[src/sv/nps_pkg.sv]
// Shared types, microcode encoding and control store for the priority scheduler.
package nps_pkg;

  localparam int STEP_W = 4;
  localparam int TIME_W = 23;
  localparam int ARR_W  = 16;
  localparam int BUR_W  = 16;
  localparam int PRI_W  = 8;
  localparam int PIDX_W = 6;
  localparam int REC_W  = ARR_W + BUR_W + PRI_W;

  typedef logic [STEP_W-1:0] step_t;

  localparam step_t S_LOAD       = 4'd0;
  localparam step_t S_INIT       = 4'd1;
  localparam step_t S_SCAN_START = 4'd2;
  localparam step_t S_SCAN_RD    = 4'd3;
  localparam step_t S_SCAN_EVAL  = 4'd4;
  localparam step_t S_DECIDE     = 4'd5;
  localparam step_t S_EMIT_START = 4'd6;
  localparam step_t S_EMIT_RD    = 4'd7;
  localparam step_t S_EMIT_OUT   = 4'd8;
  localparam step_t S_EMIT_NEXT  = 4'd9;
  localparam step_t S_FINISH     = 4'd10;

  typedef enum logic [3:0] {
    OP_NOP,
    OP_LOAD,
    OP_INIT,
    OP_SCAN_START,
    OP_SCAN_RD,
    OP_SCAN_EVAL,
    OP_DECIDE,
    OP_EMIT_START,
    OP_EMIT_RD,
    OP_EMIT_OUT,
    OP_EMIT_NEXT,
    OP_FINISH
  } op_t;

  typedef enum logic [2:0] {
    C_NEVER,
    C_ALWAYS,
    C_NOT_LAST,
    C_MORE,
    C_SCHED_OPEN,
    C_OUT_BLOCKED
  } cond_t;

  typedef struct packed {
    op_t   op;
    cond_t cond;
    step_t target;
  } ctrl_word_t;

  typedef struct packed {
    logic last_in;
    logic more;
    logic sched_open;
    logic out_blocked;
  } status_t;

  function automatic ctrl_word_t ucode_rom(input step_t step);
    ctrl_word_t w;
    unique case (step)
      S_LOAD:       w = '{OP_LOAD,       C_NOT_LAST,    S_LOAD};
      S_INIT:       w = '{OP_INIT,       C_NEVER,       S_LOAD};
      S_SCAN_START: w = '{OP_SCAN_START, C_NEVER,       S_LOAD};
      S_SCAN_RD:    w = '{OP_SCAN_RD,    C_NEVER,       S_LOAD};
      S_SCAN_EVAL:  w = '{OP_SCAN_EVAL,  C_MORE,        S_SCAN_RD};
      S_DECIDE:     w = '{OP_DECIDE,     C_SCHED_OPEN,  S_SCAN_START};
      S_EMIT_START: w = '{OP_EMIT_START, C_NEVER,       S_LOAD};
      S_EMIT_RD:    w = '{OP_EMIT_RD,    C_NEVER,       S_LOAD};
      S_EMIT_OUT:   w = '{OP_EMIT_OUT,   C_OUT_BLOCKED, S_EMIT_OUT};
      S_EMIT_NEXT:  w = '{OP_EMIT_NEXT,  C_MORE,        S_EMIT_RD};
      S_FINISH:     w = '{OP_FINISH,     C_ALWAYS,      S_LOAD};
      default:      w = '{OP_NOP,        C_ALWAYS,      S_LOAD};
    endcase
    return w;
  endfunction

endpackage

[src/sv/nonpreemptive_priority_scheduler.sv]
// Top level: non-preemptive priority scheduler built on a microcoded sequencer.
// Loading accepts one record per cycle while in_valid is high; results appear only after the
// record with last_process. Scheduling: n decisions, each a scan through the record RAM read
// port, plus idle-time jumps. Emitting reads each result, holding it while out_ready is low.
// rst is synchronous: it clears the step counter, record count, done flags, time and out_valid.
module nonpreemptive_priority_scheduler #(
  parameter int MAX_PROCS = 64
) (
  input  logic                         clk,
  input  logic                         rst,
  input  logic                         in_valid,
  output logic                         in_ready,
  input  logic [nps_pkg::ARR_W-1:0]    arrival_time,
  input  logic [nps_pkg::BUR_W-1:0]    burst_time,
  input  logic [nps_pkg::PRI_W-1:0]    priority_level,
  input  logic                         last_process,
  output logic                         out_valid,
  input  logic                         out_ready,
  output logic [nps_pkg::PIDX_W-1:0]   process_index,
  output logic [nps_pkg::TIME_W-1:0]   completion_time,
  output logic [nps_pkg::TIME_W-1:0]   turnaround_time,
  output logic [nps_pkg::TIME_W-1:0]   waiting_time,
  output logic                         last_result
);
  import nps_pkg::*;

  ctrl_word_t ctrl;
  status_t    status;

  nps_sequencer u_seq (
    .clk    (clk),
    .rst    (rst),
    .status (status),
    .ctrl   (ctrl)
  );

  nps_datapath #(.MAX_PROCS(MAX_PROCS)) u_dp (
    .clk             (clk),
    .rst             (rst),
    .ctrl            (ctrl),
    .status          (status),
    .in_valid        (in_valid),
    .in_ready        (in_ready),
    .arrival_time    (arrival_time),
    .burst_time      (burst_time),
    .priority_level  (priority_level),
    .last_process    (last_process),
    .out_valid       (out_valid),
    .out_ready       (out_ready),
    .process_index   (process_index),
    .completion_time (completion_time),
    .turnaround_time (turnaround_time),
    .waiting_time    (waiting_time),
    .last_result     (last_result)
  );

endmodule

[src/sv/nps_ram.sv]
// Generic simple dual-port RAM with registered read.
module nps_ram #(
  parameter int WIDTH = 8,
  parameter int DEPTH = 64
) (
  input  logic                                  clk,
  input  logic                                  we,
  input  logic [(DEPTH > 1 ? $clog2(DEPTH) : 1)-1:0] waddr,
  input  logic [WIDTH-1:0]                      wdata,
  input  logic                                  re,
  input  logic [(DEPTH > 1 ? $clog2(DEPTH) : 1)-1:0] raddr,
  output logic [WIDTH-1:0]                      rdata
);

  logic [WIDTH-1:0] mem [DEPTH];

  always_ff @(posedge clk) begin
    if (we) begin
      mem[waddr] <= wdata;
    end
    if (re) begin
      rdata <= mem[raddr];
    end
  end

endmodule

[src/sv/nps_sequencer.sv]
// Microcode sequencer: step counter, control store lookup and conditional jumps.
module nps_sequencer (
  input  logic                clk,
  input  logic                rst,
  input  nps_pkg::status_t    status,
  output nps_pkg::ctrl_word_t ctrl
);
  import nps_pkg::*;

  step_t pc;
  step_t pc_next;
  logic  take;

  assign ctrl = ucode_rom(pc);

  always_comb begin
    case (ctrl.cond)
      C_NEVER:       take = 1'b0;
      C_ALWAYS:      take = 1'b1;
      C_NOT_LAST:    take = !status.last_in;
      C_MORE:        take = status.more;
      C_SCHED_OPEN:  take = status.sched_open;
      C_OUT_BLOCKED: take = status.out_blocked;
      default:       take = 1'b1;
    endcase
    pc_next = take ? ctrl.target : pc + step_t'(1);
  end

  always_ff @(posedge clk) begin
    if (rst) begin
      pc <= S_LOAD;
    end else begin
      pc <= pc_next;
    end
  end

endmodule

[src/sv/nps_datapath.sv]
// Datapath: record and completion stores, scan registers, time keeping, result register.
module nps_datapath #(
  parameter int MAX_PROCS = 64
) (
  input  logic                                 clk,
  input  logic                                 rst,
  input  nps_pkg::ctrl_word_t                  ctrl,
  output nps_pkg::status_t                     status,
  input  logic                                 in_valid,
  output logic                                 in_ready,
  input  logic [nps_pkg::ARR_W-1:0]            arrival_time,
  input  logic [nps_pkg::BUR_W-1:0]            burst_time,
  input  logic [nps_pkg::PRI_W-1:0]            priority_level,
  input  logic                                 last_process,
  output logic                                 out_valid,
  input  logic                                 out_ready,
  output logic [nps_pkg::PIDX_W-1:0]           process_index,
  output logic [nps_pkg::TIME_W-1:0]           completion_time,
  output logic [nps_pkg::TIME_W-1:0]           turnaround_time,
  output logic [nps_pkg::TIME_W-1:0]           waiting_time,
  output logic                                 last_result
);
  import nps_pkg::*;

  localparam int IDX_W = (MAX_PROCS > 1) ? $clog2(MAX_PROCS) : 1;
  localparam int CNT_W = $clog2(MAX_PROCS + 1);

  logic [CNT_W-1:0]     count;
  logic [CNT_W-1:0]     finished;
  logic [IDX_W-1:0]     idx;
  logic [IDX_W-1:0]     pick;
  logic [MAX_PROCS-1:0] done;
  logic [TIME_W-1:0]    cur_time;
  logic [PRI_W:0]       best;
  logic [ARR_W:0]       next_arr;
  logic [BUR_W-1:0]     burst_best;
  logic                 found;

  logic                 in_acc;
  logic                 rec_we;
  logic                 rec_re;
  logic [REC_W-1:0]     rec_wdata;
  logic [REC_W-1:0]     rec_rdata;
  logic [IDX_W-1:0]     rec_raddr;
  logic [ARR_W-1:0]     rd_arr;
  logic [BUR_W-1:0]     rd_bur;
  logic [PRI_W-1:0]     rd_pri;
  logic                 comp_we;
  logic                 comp_re;
  logic [TIME_W-1:0]    comp_rdata;
  logic [TIME_W-1:0]    time_sum;
  logic [TIME_W-1:0]    tat;
  logic [CNT_W-1:0]     idx_plus;
  logic                 emit_load;

  assign in_ready  = (ctrl.op == OP_LOAD);
  assign in_acc    = in_valid && in_ready;
  assign rec_we    = in_acc && (count < CNT_W'(MAX_PROCS));
  assign rec_wdata = {arrival_time, burst_time, priority_level};
  assign rec_re    = (ctrl.op == OP_SCAN_RD) || (ctrl.op == OP_EMIT_RD);
  assign rec_raddr = idx;
  assign {rd_arr, rd_bur, rd_pri} = rec_rdata;

  assign time_sum  = cur_time + TIME_W'(burst_best);
  assign comp_we   = (ctrl.op == OP_DECIDE) && found;
  assign comp_re   = (ctrl.op == OP_EMIT_RD);
  assign tat       = comp_rdata - TIME_W'(rd_arr);
  assign idx_plus  = CNT_W'(idx) + CNT_W'(1);
  assign emit_load = (ctrl.op == OP_EMIT_OUT) && !(out_valid && !out_ready);

  assign status.last_in     = in_acc && last_process;
  assign status.more        = idx_plus < count;
  assign status.sched_open  = (finished + CNT_W'(found)) != count;
  assign status.out_blocked = out_valid && !out_ready;

  nps_ram #(.WIDTH(REC_W), .DEPTH(MAX_PROCS)) u_rec_ram (
    .clk   (clk),
    .we    (rec_we),
    .waddr (count[IDX_W-1:0]),
    .wdata (rec_wdata),
    .re    (rec_re),
    .raddr (rec_raddr),
    .rdata (rec_rdata)
  );

  nps_ram #(.WIDTH(TIME_W), .DEPTH(MAX_PROCS)) u_comp_ram (
    .clk   (clk),
    .we    (comp_we),
    .waddr (pick),
    .wdata (time_sum),
    .re    (comp_re),
    .raddr (idx),
    .rdata (comp_rdata)
  );

  always_ff @(posedge clk) begin
    if (rst) begin
      count     <= '0;
      finished  <= '0;
      done      <= '0;
      cur_time  <= '0;
      found     <= 1'b0;
      out_valid <= 1'b0;
    end else begin
      if (emit_load) begin
        out_valid <= 1'b1;
      end else if (out_valid && out_ready) begin
        out_valid <= 1'b0;
      end
      unique case (ctrl.op)
        OP_LOAD: begin
          if (rec_we) begin
            count <= count + CNT_W'(1);
          end
        end
        OP_INIT: begin
          cur_time <= '0;
          finished <= '0;
        end
        OP_SCAN_START: begin
          idx      <= '0;
          found    <= 1'b0;
          best     <= {1'b1, {PRI_W{1'b0}}};
          next_arr <= {1'b1, {ARR_W{1'b0}}};
        end
        OP_SCAN_RD: begin
        end
        OP_SCAN_EVAL: begin
          if (!done[idx]) begin
            if (TIME_W'(rd_arr) <= cur_time) begin
              if ({1'b0, rd_pri} < best) begin
                best       <= {1'b0, rd_pri};
                pick       <= idx;
                burst_best <= rd_bur;
                found      <= 1'b1;
              end
            end else if ({1'b0, rd_arr} < next_arr) begin
              next_arr <= {1'b0, rd_arr};
            end
          end
          idx <= idx + IDX_W'(1);
        end
        OP_DECIDE: begin
          if (found) begin
            cur_time   <= time_sum;
            done[pick] <= 1'b1;
            finished   <= finished + CNT_W'(1);
          end else begin
            cur_time <= TIME_W'(next_arr);
          end
        end
        OP_EMIT_START: begin
          idx <= '0;
        end
        OP_EMIT_RD: begin
        end
        OP_EMIT_OUT: begin
        end
        OP_EMIT_NEXT: begin
          idx <= idx + IDX_W'(1);
        end
        OP_FINISH: begin
          count    <= '0;
          done     <= '0;
          cur_time <= '0;
        end
        default: begin
        end
      endcase
    end
  end

  always_ff @(posedge clk) begin
    if (emit_load) begin
      process_index   <= PIDX_W'(idx);
      completion_time <= comp_rdata;
      turnaround_time <= tat;
      waiting_time    <= tat - TIME_W'(rd_bur);
      last_result     <= (idx_plus == count);
    end
  end

endmodule

[config.mk]
export PLATFORM = sky130hd
export DESIGN_NAME = nonpreemptive_priority_scheduler
export DESIGN_NICKNAME = d
export VERILOG_FILES = /design/src/sv/nps_pkg.sv /design/src/sv/nonpreemptive_priority_scheduler.sv /design/src/sv/nps_ram.sv /design/src/sv/nps_sequencer.sv /design/src/sv/nps_datapath.sv
export SDC_FILE = /design/constraint.sdc
export NUM_CORES = 2
export LEC_CHECK = 0
export BUFFER_PORTS_ARGS = -buffer_cell sky130_fd_sc_hd__buf_2
export CAP_MARGIN = 20
export CELL_PAD_IN_SITES_DETAIL_PLACEMENT = 2
export CELL_PAD_IN_SITES_GLOBAL_PLACEMENT = 2
export CORE_MARGIN = 2
export CORE_UTILIZATION = 30
export CTS_CLUSTER_DIAMETER = 100
export DETAILED_ROUTE_END_ITERATION = 16
export PLACE_DENSITY = 0.5
export SYNTH_ARGS = -nofsm -noshare
export SYNTH_HDL_FRONTEND = slang
export SYNTH_HIERARCHICAL = 1
export SYNTH_MEMORY_MAX_BITS = 65536
export SYNTH_SLANG_ARGS = --single-unit
[constraint.sdc]
create_clock -name clk -period 8 [get_ports clk]
set_clock_uncertainty 0.2 [all_clocks]
set_input_delay 0.4 -clock clk [delete_from_list [all_inputs] [get_ports clk]]
set_output_delay 0.4 -clock clk [all_outputs]
set_load 0.03 [all_outputs]
Yosys cells after proc, flatten, opt, wreduce, memory -nomap -nowiden
Memory sizes are Yosys's and may differ from the RTL's. A register that Yosys moved wholly into a read port is not among the register bits.
Index checks and enable logic that the tools add are counted.
Widths: inputs -> output; s select.
- register bits after elaboration: 237
- bits in latches: 0
- bits in writable memories: 4032
- ROM bits: 176
- input port bits: 45
- output and inout bits: 78
- logic and storage cells: 129
- memories: 3
- memories (name ; words ; width ; rd ports ; clocked after memory_dff ; wr ports ; RTL line ; RTL):
    u_dp.u_rec_ram.mem ; 64 ; 40 ; 1 ; 1 ; 1 ; nps_ram.sv:15 ; logic [WIDTH-1:0] mem [DEPTH];
    u_dp.u_comp_ram.mem ; 64 ; 23 ; 1 ; 1 ; 1 ; nps_ram.sv:15 ;
    (name not given) ; 16 ; 11 ; 1 ; 1 ; 0 ; nps_pkg.sv:65 ; unique case (step)
- add/subtract/negate cells: 9
- multiply operators: 0
- divide/modulo/power cells: 0
- $lt $le $gt $ge: 8
- eq/ne operators: 24
- shift operators: 0
- multiplexer cells: 34
- bitwise gates (word level): 3
- reduce and logical (&&, ||, !) cells: 31
- operator list (operator ; count):
    $pmux 64 s2 ; 1
    $mux 64 ; 1
    $or 64x64->64 ; 1
    $mux 17 ; 3
    $pmux 23 s2 ; 1
    $sub 23x16->23 ; 2
    $pmux 17 s2 ; 1
    $pmux 7 s2 ; 2
    $mux 9 ; 3
    $add 23x16->23 ; 1
    $le 16x23->1 ; 1
    $mux 23 ; 1
    $pmux 9 s2 ; 1
    $lt 16x17->1 ; 1
    $eq 4x3->1 const B ; 4
    $eq 4x4->1 const B ; 4
    $reduce_and 5->1 ; 3
    $add 7x1->7 const B ; 2
    $lt 6x7->1 const B ; 2
    $mux 7 ; 2
    $reduce_bool 2->1 ; 7
    $pmux 6 s2 ; 1
    $mux 1 ; 11
    $lt 8x9->1 ; 1
    28 further kinds ; 52

Depth between registers and ports, before layout
- word-level depth: 7
- mapped depth: 19
- mapped depth without buffers: 19

Hierarchy
The synthesis kept the hierarchy.
- modules (own cells, without submodules) (module ; times used ; cells each ; area each (sq um) ; sequential area each (sq um)):
    nps_ram (u_dp.u_rec_ram) ; 1 ; 4195 ; 98236.7 ; 78074.9
    nps_ram (u_dp.u_comp_ram) ; 1 ; 2446 ; 56950.9 ; 44893.1
    nps_datapath ; 1 ; 1229 ; 12617.1 ; 5965.7
    nps_sequencer ; 1 ; 82 ; 753.2 ; 300.3

Least setup slack after synthesis
Ideal clock, no wire load.
- path kind: register to register
- from: register u_dp.out_valid
- to: register u_dp/completion_time[0] (netlist bit) (enable)
- library setup time: 604 ps
- arrival: 5758 ps
- data required time: 7196 ps
- slack: 1438 ps
- cell stages (with the launch flop): 3
- path buffers: 0
- clock period less this slack: 6562 ps
- cell sequence: dfxtp_1 > nor2b_1 > nor3_1
- RTL lines (what ; RTL line ; RTL):
    start, declared ; nps_datapath.sv:15 ; output logic out_valid,
    start signal, assigned ; nps_datapath.sv:103 ; out_valid <= 1'b0;
    start signal, assigned ; nps_datapath.sv:106 ; out_valid <= 1'b1;
    start signal, assigned ; nps_datapath.sv:108 ; out_valid <= 1'b0;
    end signal, assigned ; nps_datapath.sv:176 ; completion_time <= comp_rdata;
    end, declared ; nps_datapath.sv:18 ; output logic [nps_pkg::TIME_W-1:0] completion_time,

Final worst setup path
- from: register u_dp.u_rec_ram.rdata[35] (read register of u_dp.u_rec_ram.mem)
- to: register u_dp/waiting_time[22] (netlist bit), data pin
- cells in the longest elaborated chain, start to end: 2
- RTL lines (what ; RTL line ; RTL):
    start, declared ; nps_ram.sv:12 ; output logic [WIDTH-1:0] rdata
    $sub 23x16->23 ; nps_datapath.sv:67 ; assign tat = comp_rdata - TIME_W'(rd_arr);
    named net u_dp.tat[13] ; nps_datapath.sv:52 ; logic [TIME_W-1:0] tat;
    $sub 23x16->23 ; nps_datapath.sv:178 ; waiting_time <= tat - TIME_W'(rd_bur);
    end signal, assigned ; nps_datapath.sv:178 ;
    end, declared ; nps_datapath.sv:20 ; output logic [nps_pkg::TIME_W-1:0] waiting_time,
The timed path passes the listed nets, and every way through them passes these cells.
A chain may end at the register's enable or synchronous reset.

==> flow_metrics.env <==
export IMPL_dpl_hpwl_microns=332000
export IMPL_comb_power_share_pct=8.3
export IMPL_overflow=0
export IMPL_worstSkewPairLatency_ns=1.04
export IMPL_initial_utilization_pct=30.1
export IMPL_std_cell_rows=275
export IMPL_synth_async_reset_ratio_pct=0
export IMPL_htreeDepth=5
export IMPL_antenna_violations_before_repair=52
export IMPL_maximum_frequency_from_static_timing_analysis_ghz=0.196
export IMPL_worst_setup_path_type="flop to flop"
export IMPL_synth_edf_count=4225
export IMPL_antenna_left=0
export IMPL_cpMaxStageDelayCell="sky130_fd_sc_hd__edfxtp_1"
export IMPL_seq_area_frac_synth_pct=76.7
export IMPL_grt_max_degree=110
export IMPL_tightest_slew_ns=1.35
export IMPL_cp_cell_sequence="inv_1 > ha_1 > and2_1 > nand2_1 > a211oi_1 > or3_1 > xor2_1 > ha_1 > and3_1 > a2111oi_0 > o21a_1 > nand4_1 > nor4b_2 > xor2_1"
export IMPL_detailedRoute_firstPassIterationCount=5
export IMPL_leakagePower_nw=60.1
export IMPL_internal_power_mw=38.1
export IMPL_nFillCells=54200
export IMPL_startpoint_type="flop"
export IMPL_fin_crit_ns=5.11
export IMPL_synth_area_per_cell_sq_um=21.2
export IMPL_final_max_slew_violation_count=0
export IMPL_tritoncts="yes"
export IMPL_cp_arrival_ns=5.69
export IMPL_path_delay_family="simple AND/OR/NAND/NOR gates"
export IMPL_timing_hold_ws_ns=0.0940
export IMPL_power_ir_vdd_worst_mv=0.184
export IMPL_drv_max_cap_violation_count=0
export IMPL_io_pin_count=123
export IMPL_synth_area_leader_cell="sky130_fd_sc_hd__edfxtp_1"
export IMPL_critPathCaptureType="flop"
export IMPL_sequential_cell_area_sq_mm=0.129
export IMPL_synthDominantCellAreaShare_pct=75.3
export IMPL_power_switching_mw=11.9
export IMPL_synth_unique_cells=81
export IMPL_synthesis_area_sq_mm=0.169
export IMPL_fraction_of_power_spent_switching_nets_pct=23.9
export IMPL_final_cell_mix="sky130_fd_sc_hd__edfxtp_1, sky130_fd_sc_hd__mux4_2, sky130_fd_sc_hd__clkbuf_16, sky130_fd_sc_hd__buf_4, sky130_fd_sc_hd__nor2_1"
export IMPL_netlist_top_cells_area="sky130_fd_sc_hd__edfxtp_1, sky130_fd_sc_hd__mux4_2, sky130_fd_sc_hd__dfxtp_1, sky130_fd_sc_hd__mux2i_1, sky130_fd_sc_hd__nor2_1"
export IMPL_cp_max_fo=6
export IMPL_placed_cells=15500
export IMPL_initialDrtViolationCount=7400
export IMPL_std_cell_core_area_sq_mm=0.560
export IMPL_grt_pass1_wl_microns=753000
export IMPL_timing_setup_tns_ns=0
export IMPL_cts_root_to_sink_buffers=4
export IMPL_numPortBuffers=122
export IMPL_slowest_delay_ns=0.94
export IMPL_total_die_area_sq_mm=0.568
export IMPL_drcViolationCount=0
export IMPL_path_clk_slew_ns=0.06
export IMPL_finalSetupViolations=0
export IMPL_vias=84500
export IMPL_hold_class="input port to flop"
export IMPL_timing_critical_path_buf_inv=1
export IMPL_multi_input_comb_area_sq_mm=0.0379
export IMPL_grt_setup_unrepaired="false"
export IMPL_flow_area_growth_from_synthesis_pct=15.9
export IMPL_floorplan_die_height_microns=754
export IMPL_gpl_final_weighted_congestion=0.781
export IMPL_post_route_cells_drive_above_1_share_pct=26.4
export IMPL_synth_ff_latch_count=4343
export IMPL_powerDensity_mw_per_mm2=256
export IMPL_netlist_instances=7952
export IMPL_drt_total_wl_microns=542000
export IMPL_globalRouteTotalUtil_pct=18.7
export IMPL_syn_num_nets=8103
export IMPL_timing_max_slew_rel_slack_pct=10.1
export IMPL_clock_sinks=4343
export IMPL_finalCritPeriodShare_pct=63.9
export IMPL_die_x_microns=754
export IMPL_clock_power_share_pct=41.6
export IMPL_post_drt_via_cell_ratio=5.15
export IMPL_required_ns=8.57
export IMPL_stdcell_count=16400
export IMPL_result_of_the_run="finished clean"
export IMPL_synth_main_ff_cell="sky130_fd_sc_hd__edfxtp_1"
export IMPL_timing_hold_violations_final=0
export IMPL_first_global_vias=90700
export IMPL_clock_root_buffer="sky130_fd_sc_hd__clkbuf_16"
export IMPL_total_power_mw=50.0
export IMPL_cts_buffers_inserted=470
export IMPL_mostFrequentLayoutCell="sky130_fd_sc_hd__edfxtp_1"
export IMPL_post_cts_buffers=0
export IMPL_count_of_yosys_warnings_during_synthesis=6
export IMPL_pwr_share_seq_pct=50.1
export IMPL_routed_wire_length_per_instance_microns=33.1
export IMPL_nets=8673
final cells by class:
type | count | area share [%]
tap | 7479 | 4.79
inverter | 99 | 0.190
multi-input combinational | 3096 | 19.4
timing repair buffer | 512 | 2.04
sequential | 4343 | 66.2
clock inverter | 261 | 1.07
clock buffer | 593 | 6.31
antenna | 18 | 0.0231
routing by layer:
metal | share of wire [%] | GRT usage [%] | vias up
met4 | 2.1 | 3.84 | 6
met3 | 4.2 | 2.28 | 581
met5 | 0.0092 | 0 | -
li1 | - | - | 34600
met2 | 51 | 32.9 | 1889
met1 | 43 | 25.0 | 47400
path summary, 6_finish.rpt:
path	slack [ns]	cells past startpoint	startpoint	end
min	0.09	2	burst_time[6]	u_dp/u_rec_ram/mem[11][14]
min reg2reg	0.25	0	u_dp/u_comp_ram/rdata[0]	u_dp/completion_time[0]
max reg2reg	2.89	14	u_dp/u_rec_ram/rdata[35]	u_dp/waiting_time[22]
max	2.89	14	u_dp/u_rec_ram/rdata[35]	u_dp/waiting_time[22]
synthesized netlist by cell type (all sizes together) (51+ instances only):
library cell,count
o21ai,88
inv,99
a221oi,56
mux2,54
o22ai,158
xnor2,51
o221ai,53
clkbuf,178
ha,103
a22oi,75
mux2i,197
buf,236
nor2,352
nand3,71
edfxtp,4225
nand2,106
dfxtp,118
mux4,997
a21oi,208
stage by stage:
step	utilization (%)	setup WS [ns]	area, sq um
4_1_cts	34.9	2.82	195000
3_3_place_gp	32.2	2.84	180000
5_1_grt	34.9	2.56	195000
6_report	34.9	2.89	195000
3_5_place_dp	32.2	2.83	180000
2_1_floorplan	-	1.44	169000
worst register-to-register path, stage by stage (launching register included):
cell and delay [ns]:
sky130_fd_sc_hd__edfxtp_1 0.94, sky130_fd_sc_hd__inv_1 0.23, sky130_fd_sc_hd__ha_1 0.46, sky130_fd_sc_hd__and2_1 0.26
sky130_fd_sc_hd__nand2_1 0.07, sky130_fd_sc_hd__a211oi_1 0.26, sky130_fd_sc_hd__or3_1 0.22, sky130_fd_sc_hd__xor2_1 0.25
sky130_fd_sc_hd__ha_1 0.33, sky130_fd_sc_hd__and3_1 0.21, sky130_fd_sc_hd__a2111oi_0 0.55, sky130_fd_sc_hd__o21a_1 0.25
sky130_fd_sc_hd__nand4_1 0.21, sky130_fd_sc_hd__nor4b_2 0.33, sky130_fd_sc_hd__xor2_1 0.11
logic make-up (layout without fill, tap and decap cells):
kind of cell / after synthesis / in the layout / share of synthesized area, %
AO/OA/AOI/OAI: 879 / 879 / 3.56
XOR/XNOR: 80 / 80 / 0.416
adder cells (fa/ha/maj): 106 / 106 / 0.800
buffers and inverters: 513 / 1465 / 1.49
flip-flops: 4343 / 4343 / 76.7
multiplexers: 1248 / 1248 / 14.9
other: 0 / 18 / 0
AND/OR/NAND/NOR: 783 / 783 / 2.19
repair_timing:
action	CTS	global route
hold buffers	46	0
gates resized for setup	0	0
endpoints found under the setup margin	0	0
endpoints found under the hold margin	2539	0
sequential cells by signal (all words and copies together) (netlist names):
| signal | flops |
|---|---|
| u_dp/u_comp_ram/mem | 1472 |
| u_dp/process_index | 6 |
| u_dp/count | 7 |
| u_dp/idx | 6 |
| u_dp/found | 1 |
| u_dp/done | 64 |
| u_dp/burst_best | 16 |
| u_dp/u_comp_ram/rdata | 23 |
| u_dp/u_rec_ram/rdata | 40 |
| u_dp/out_valid | 1 |
| u_dp/waiting_time | 23 |
| u_dp/u_rec_ram/mem | 2560 |
| u_dp/cur_time | 23 |
| u_dp/next_arr | 17 |
| u_seq/pc | 4 |
| u_dp/pick | 6 |
| u_dp/last_result | 1 |
| u_dp/finished | 7 |
| u_seq/ctrl | 11 |
| u_dp/best | 9 |
| u_dp/completion_time | 23 |
| u_dp/turnaround_time | 23 |
power groups by stage:
stage / combinational [mW] / sequential, mW / clock (mW)
floorplan: 2.33 / 25.5 / 0
global placement: 4.19 / 25.5 / 0
detailed placement: 4.24 / 25.5 / 0
CTS: 4.28 / 25.0 / 21.4
global route: 4.41 / 25.0 / 22.2
finish: 4.16 / 25.1 / 20.8
Note: power is estimated with default switching activity, not from simulation.
